## src/hw/rtl/mrp_pkg.sv

```systemverilog
// ----------------------------------------------------------------------------
// mrp_pkg
// Shared widths, payload types and divider stage type for the mirror
// reflection point unit.
// ----------------------------------------------------------------------------
package mrp_pkg;

    // coordinate and intermediate widths
    localparam int CW  = 32;            // coordinate
    localparam int DW  = CW + 1;        // coordinate difference
    localparam int PW  = 2 * DW;        // difference product
    localparam int SW  = PW + 1;        // sum of two products
    localparam int EW  = SW + 1;        // e + k
    localparam int NW  = SW + EW;       // num and den
    localparam int XW  = DW + NW;       // offset numerator
    localparam int QB  = CW + 2;        // quotient bits before rounding
    localparam int AW  = QB + 3;        // sum of base and rounded offset

    localparam logic signed [CW-1:0] COORD_MAX = {1'b0, {(CW-1){1'b1}}};
    localparam logic signed [CW-1:0] COORD_MIN = {1'b1, {(CW-1){1'b0}}};

    // one lane of the divider chain
    typedef struct packed {
        logic [XW-1:0]          rem;
        logic [QB-1:0]          quo;
        logic                   neg;
        logic                   big;
        logic signed [CW-1:0]   base;
    } mrp_lane_t;

    // payload moving along the divider chain
    typedef struct packed {
        mrp_lane_t              lx;
        mrp_lane_t              ly;
        logic [XW-1:0]          dsh;
        logic [NW-1:0]          den;
        logic                   no_hit;
    } mrp_div_t;

endpackage

```

## src/hw/rtl/mrp_back.sv

```systemverilog
// ----------------------------------------------------------------------------
// mrp_back
// Rounding, sign, offset from the first mirror point and saturation, into
// the result register.
// ----------------------------------------------------------------------------
module mrp_back
    import mrp_pkg::*;
(
    input  logic                    clk,
    input  logic                    rst_n,
    input  logic                    en,
    input  logic                    in_valid,
    input  mrp_div_t                in_data,
    output logic                    out_valid,
    output logic signed [CW-1:0]    hit_x,
    output logic signed [CW-1:0]    hit_y,
    output logic                    no_hit,
    output logic                    clipped
);

    logic                   valid_reg;
    logic signed [CW-1:0]   hx_reg, hy_reg, hx_next, hy_next;
    logic                   nh_reg, clip_reg, clip_next;
    logic                   cx, cy;

    function automatic logic signed [CW-1:0] lane_result(
        input mrp_lane_t    ln,
        input logic [NW-1:0] den,
        output logic        clip
    );
        logic               up;
        logic [QB:0]        qm;
        logic signed [AW-1:0] qs, sum;
        begin
            up   = {ln.rem[NW-1:0], 1'b0} >= {1'b0, den};
            qm   = {1'b0, ln.quo} + (QB+1)'(up);
            qs   = ln.neg ? -AW'(qm) : AW'(qm);
            sum  = AW'(ln.base) + qs;
            clip = 1'b0;
            lane_result = sum[CW-1:0];
            if (ln.big)
            begin
                clip = 1'b1;
                lane_result = ln.neg ? COORD_MIN : COORD_MAX;
            end
            else if (sum > AW'(COORD_MAX) || sum < AW'(COORD_MIN))
            begin
                clip = 1'b1;
                lane_result = sum[AW-1] ? COORD_MIN : COORD_MAX;
            end
        end
    endfunction

    // final result, zero when there is no bounce point
    always_comb
    begin
        hx_next = lane_result(in_data.lx, in_data.den, cx);
        hy_next = lane_result(in_data.ly, in_data.den, cy);
        clip_next = cx | cy;
        if (in_data.no_hit)
        begin
            hx_next   = '0;
            hy_next   = '0;
            clip_next = 1'b0;
        end
    end

    always_ff @(posedge clk or negedge rst_n)
    begin
        if (!rst_n)
        begin
            valid_reg <= 1'b0;
        end
        else if (en)
        begin
            valid_reg <= in_valid;
        end
    end

    always_ff @(posedge clk)
    begin
        if (en)
        begin
            hx_reg   <= hx_next;
            hy_reg   <= hy_next;
            nh_reg   <= in_data.no_hit;
            clip_reg <= clip_next;
        end
    end

    assign out_valid = valid_reg;
    assign hit_x     = hx_reg;
    assign hit_y     = hy_reg;
    assign no_hit    = nh_reg;
    assign clipped   = clip_reg;

endmodule

```

## config.mk

```make
export PLATFORM = sky130hd
export DESIGN_NAME = mrp_back
export DESIGN_NICKNAME = d
export VERILOG_FILES = /design/src/hw/rtl/mrp_pkg.sv /design/src/hw/rtl/mrp_back.sv
export SDC_FILE = /design/constraint.sdc
export NUM_CORES = 1
export LEC_CHECK = 0
export ABC_AREA = 1
export ABC_CLOCK_PERIOD_IN_PS = 1160
export BUFFER_PORTS_ARGS = -buffer_cell sky130_fd_sc_hd__buf_2
export CORE_AREA = 2 2 333 335
export CTS_CLUSTER_DIAMETER = 200
export CTS_CLUSTER_SIZE = 12
export DETAILED_ROUTE_END_ITERATION = 10
export DIE_AREA = 0 0 335 337
export MAX_ROUTING_LAYER = met4
export PLACE_DENSITY = 0.33
export SYNTH_ARGS = -nofsm -noshare
export SYNTH_HDL_FRONTEND = slang
export SYNTH_SLANG_ARGS = --single-unit
export TNS_END_PERCENT = 50
```

## constraint.sdc

```tcl
create_clock -name clk -period 1.16 [get_ports clk]
set_input_delay 0.232 -clock clk [delete_from_list [all_inputs] [get_ports clk]]
set_output_delay 0.232 -clock clk [all_outputs]
set_load 0.01 [all_outputs]
```

# Word level (Yosys, flattened, before mapping)
# Index checks and enable logic that the tools add are counted.
[totals]
latchBits = 0
register_bits = 67
output_inout_bits = 67
mem_count = 0
elab_cells = 34
mem_bits_ro = 0
mem_bits_rw = 0
[classes]
muxes = 14
n_bitwise = 1
n_shift = 0
magnitude_cmp = 6
eq_ne = 0
addsub = 6
n_mul = 0
n_div = 0
n_reduce_logical = 2
[op_table]
columns = ["cell", "n"]
rows = [
  ["$ge 136x135->1", 2],
  ["$mux 32", 8],
  ["$add 32x37->37", 2],
  ["$gt 37x32->1 const B", 2],
  ["$lt 37x32->1 const B", 2],
  ["$mux 37", 2],
  ["$neg 35->37", 2],
  ["$add 34x1->35", 2],
  ["$mux 1", 4],
  ["$logic_or 1x1->1", 2],
  ["$or 1x1->1", 1],
]

# Depth between registers and ports, before layout
[logic_depth]
word_depth = 10
depth_mapped = 51

# Worst setup path after synthesis
# No wires, ideal clock.
[synth_timing]
path_type = "input to register"
start = "input port in_data[134] (netlist name)"
end = "register hy_reg[10] (netlist: hit_y[10]) (data pin)"
path_stages = 47
path_buffers = 1
t_arrival_ps = 5788
slack_ps = -4900
setup_time_ps = 272
cell_sequence = "inv_1 > ha_1 > nand2_1 > nor3b_1 > nor3b_1 > nand2_1 > inv_1 > nand4_1 > nor4_1 > o211ai_1 > nand3_1 > ha_1 > ha_1 > nand2_2 > nor2_4 > nand2_1 > nand2_1 > nand2_1 > (+11 left out) > xor2_1 > inv_1 > ha_1 > nand2_1 > nor2_1 > nand2_1 > nor3_1 > nand4_1 > nand3_1 > a21o_1 > inv_1 > nand2_2 > nand2_2 > nand3_2 > nand2_4 > buf_12 > nor2_2 > nor2_2"
[synth_via]
elab_chain_len = 9
word_cells_on_any_way = 11
cone_classes = "add/sub: 3; order compare: 3; mux: 4; reduce/logical: 1"
[synth_rtl]
columns = ["item", "line", "source"]
rows = [
  ["from (decl)", "mrp_back.sv:13", "input mrp_div_t in_data,"],
  ["$ge 136x135->1 (*)", "mrp_back.sv:35", "up = {ln.rem[NW-1:0], 1'b0} >= {1'b0, den};"],
  ["$add 34x1->35 (*)", "mrp_back.sv:36", "qm = {1'b0, ln.quo} + (QB+1)'(up);"],
  ["$neg 35->37", "mrp_back.sv:37", "qs = ln.neg ? -AW'(qm) : AW'(qm);"],
  ["$mux 37 (*)", "mrp_back.sv:37", ""],
  ["$add 32x37->37 (*)", "mrp_back.sv:38", "sum = AW'(ln.base) + qs;"],
  ["$gt 37x32->1 / $lt 37x32->1 (equally long branches)", "mrp_back.sv:46", "else if (sum > AW'(COORD_MAX) || sum < AW'(COORD_MIN))"],
  ["$logic_or 1x1->1", "mrp_back.sv:46", ""],
  ["$mux 32 (*)", "mrp_back.sv:46", ""],
  ["$mux 32 (*)", "mrp_back.sv:41", "if (ln.big)"],
  ["to (signal assigned)", "mrp_back.sv:85", "hy_reg <= hy_next;"],
  ["to (decl)", "mrp_back.sv:22", "logic signed [CW-1:0] hx_reg, hy_reg, hx_next, hy_next;"],
]
# Every way passes the cells marked *; elsewhere a longest branch is shown, timed or not.
# A chain may end at the register's enable or synchronous reset.

# Worst setup path after layout
[layout_timing]
start = "input port in_data[104] (netlist name)"
end = "register hx_reg[0] (netlist: hit_x[0]) (data pin)"
[layout_via]
elab_chain_len = 9
word_cells_on_any_way = 11
cone_classes = "add/sub: 3; order compare: 3; mux: 4; reduce/logical: 1"
[layout_rtl]
columns = ["item", "line", "source"]
rows = [
  ["$ge 136x135->1 (*)", "mrp_back.sv:35", ""],
  ["$add 34x1->35 (*)", "mrp_back.sv:36", ""],
  ["$neg 35->37", "mrp_back.sv:37", ""],
  ["$mux 37 (*)", "mrp_back.sv:37", ""],
  ["$add 32x37->37 (*)", "mrp_back.sv:38", ""],
  ["$gt 37x32->1 / $lt 37x32->1 (equally long branches)", "mrp_back.sv:46", ""],
  ["$logic_or 1x1->1", "mrp_back.sv:46", ""],
  ["$mux 32 (*)", "mrp_back.sv:46", ""],
  ["$mux 32 (*)", "mrp_back.sv:41", ""],
  ["to (signal assigned)", "mrp_back.sv:84", "hx_reg <= hx_next;"],
  ["to (decl)", "mrp_back.sv:22", ""],
]
# Marked as above.

==> results.md <==
* Register area at 2007 sq um
* Syn nets at 3924
* Yosys warning count at 0
* Largest net degree at the start of global routing at 24
* Fin cells at 5757
* DRT iter0 DRCs at 912
* Area growth syn-to-layout at 83.45%
* RSZ-0062 raised after global routing: true
* IO buf count at 612
* Clk pwr share at 0.127
* Layout cells sized above 1 at 0.4716
* Clock Skew at 0 ns
* Initial antenna violation count at 66
* Psw at 0.01029 W
* DR vias/cell at 4.076
* Final setup margin at -5.547 ns
* Setup slack, reg-to-reg at 0.42 ns
* Num CTS Buffers at 9
* Hold crit path type: in2reg
* Slew Limit Fails at 0
* Max clock buf depth at 2
* Starting Density at 0.1628
* Cell Int Power at 0.01283 W
* Max-slew headroom at 0.6170
* DP Cell Count at 5637
* Die area at 112900 sq um
* Top-Level Pins at 847
* Minimum clock period at 6.707 ns
* CTS sink count at 67
* Cell Pwr Density at 706.3 nW/um^2
* Cell count after synthesis at 2790
* Detailed Place HPWL at 103800 um
* Register area share after synthesis at 0.1125
* Net count, final at 5408
* Measured slew at the worst slew-check pin at 0.5724 ns
* Mean Syn Cell Area at 6.396 sq um
* Violated checks: negative setup slack
* Seq cells post-synth at 67
* Final Setup Violations at 86
* Htree depth at 3
* Final worst-path cycle share at 5.782
* Crit. End Element: register
* Post-route DRC at 0
* Worst skew pair latency at 0.34 ns
* Grt total ovfl at 0
* Core area at 109600 sq um
* DIE WIDTH at 335 um
* Max Fclk at 149.1 MHz
* First-pass GRT wire length at 157500 um
* Routed wire length at 112000 um
* Kind of critical path: in2reg
* Worst-path clk slew at 0.06 ns
* CTS tree: built
* Die height at 337 um
* Max-Cap Viols at 0
* Number of enable flip-flop cells after synthesis at 66
* Ys flop type: edfxtp_1
* Final setup TNS at -349.34 ns
* Switch share at 0.4452
* Sequential power share at 0.138
* Commonest non-fill, non-tap cell in the layout: buf_4
* GP Congestion at 0.9280
* Filler instances at 12198
* Max FO, Critical Path at 8
* Row count at 122
* Tot GR Track Use at 0.1973
* Leakage at 16.79 nW
* Netlist cell types at 53
* Slowest CP cell: or3_4
* Vias at 23468
* Vias in the first global route at 24191
* Pre-antenna DRT Iters at 5
* Critical Path Max Stage Delay at 0.36 ns
* Crit path DAT at 6.80 ns
* Mapped Area at 17850 sq um
* Comb pwr share at 0.735
* Post-route ant nets at 0
* Drt wl/cell at 19.45 um
* Status: finished with violations
* Most frequent cells in the layout: buf_4, buf_2, nand2_1, inv_1, ha_1
* Root buf cell: clkbuf_16
* Multi-input logic area at 16490 sq um
* Fin. Hold Viols at 0
* Asr flop ratio synth at 0.01493
* CP Launch Type: input pin
* Peak supply drop at 0.0006765 V
* Critical Path RT at 1.26 ns
per-layer routing:
metal | track usage | up-vias | routed length (um)
met1 | 0.2394 | 10551 | 50540
li1 | - | 12305 | -
met2 | 0.3344 | 559 | 52420
met5 | - | - | 0
met4 | 0.03177 | 0 | 2064
met3 | 0.04854 | 53 | 6974
registers in the layout, indices dropped and copies added, names as in the netlist:
signal and count:
clipped 1, hit_x 32, hit_y 32, no_hit 1, out_valid 1
power groups by stage:
stage | registers (W) | clock network, W | logic, W
floorplan | 0.00328 | 0 | 0.00677
global placement | 0.00325 | 0 | 0.0152
detailed placement | 0.00324 | 0 | 0.0151
CTS | 0.00320 | 0.00296 | 0.0161
global route | 0.00321 | 0.00306 | 0.0187
finish | 0.00319 | 0.00293 | 0.0170
synth_stat cells (14+ instances only):
cell	number	area share
nand2_1	593	0.12
nor2_1	411	0.086
inv_1	410	0.086
ha_1	352	0.25
a21oi_1	192	0.054
o21ai_0	111	0.031
nand3_1	92	0.026
xor2_1	83	0.041
nor2_2	80	0.028
edfxtp_1	66	0.11
nand4_1	63	0.022
xnor2_1	62	0.030
nor3_1	30	0.0084
nand3b_1	29	0.012
a21o_1	27	0.011
nand2_2	20	0.0070
a31oi_1	18	0.0063
clkbuf_1	14	0.0029
o21bai_1	14	0.0059
critical path, delay by kind of cell:
family / cells / cell delay, ns
fa+ha+maj: 4 / 0.96
xor+xnor: 2 / 0.32
simple gates: 26 / 3.14
compound gates: 6 / 0.74
buf+inv: 11 / 1.34
cell type report:
| class | count | share of cell area |
|---|---|---|
| repair buffers | 1498 | 0.3174 |
| flip-flops and latches | 67 | 0.06130 |
| multi-input cells | 2281 | 0.5036 |
| clock inverters | 7 | 0.002522 |
| well taps | 1426 | 0.05450 |
| clock buffers | 9 | 0.006879 |
| diodes | 52 | 0.003975 |
| inverters | 417 | 0.04980 |
final timing paths:
kind                         startpoint         to  cells after the start
hold / removal                 in_valid  out_valid                      2
max in group asynchronous         rst_n  out_valid                      2
setup reg to reg              out_valid  out_valid                      1
hold reg to reg               out_valid  out_valid                      1
min in group asynchronous         rst_n  out_valid                      2
setup / recovery           in_data[104]   hit_x[0]                     49
what timing repair did:
item | in CTS | in global routing
pin swaps | 115 | 140
gates resized for setup | 226 | 251
buffers inserted | 29 | 19
cloned | 4 | 6
setup endpoints to repair | 93 | 96
endpoints found under the hold margin | 1 | 0
hold buffers | 1 | 0
through the flow:
stage               hold WS, ns  total power [W]  utilization  instance area, sq um  worst slack (ns)
finish                   0.1244          0.02312       0.2987                 32740            -5.547
global route             0.1270          0.02495       0.2987                 32730            -6.101
CTS                      0.1174          0.02227       0.2854                 31280            -5.843
detailed placement     0.008994          0.01838       0.2716                 29770            -6.837
global placement       0.008097          0.01850       0.2716                 29770            -6.711
floorplan              -0.06359          0.01006            -                 18600            -4.506
cells by family (layout without fill, tap and decap cells):
kind of cell	Yosys count	count (layout)	share of synthesized area
xor+xnor	146	146	0.07207
fa+ha+maj	354	354	0.2490
mux	1	1	0.0006310
flops	67	67	0.1125
buf+inv	443	1931	0.09696
compound gates	424	424	0.1359
other cells	0	52	0
simple gates	1355	1356	0.3330
(Power assumes the default switching activity.)
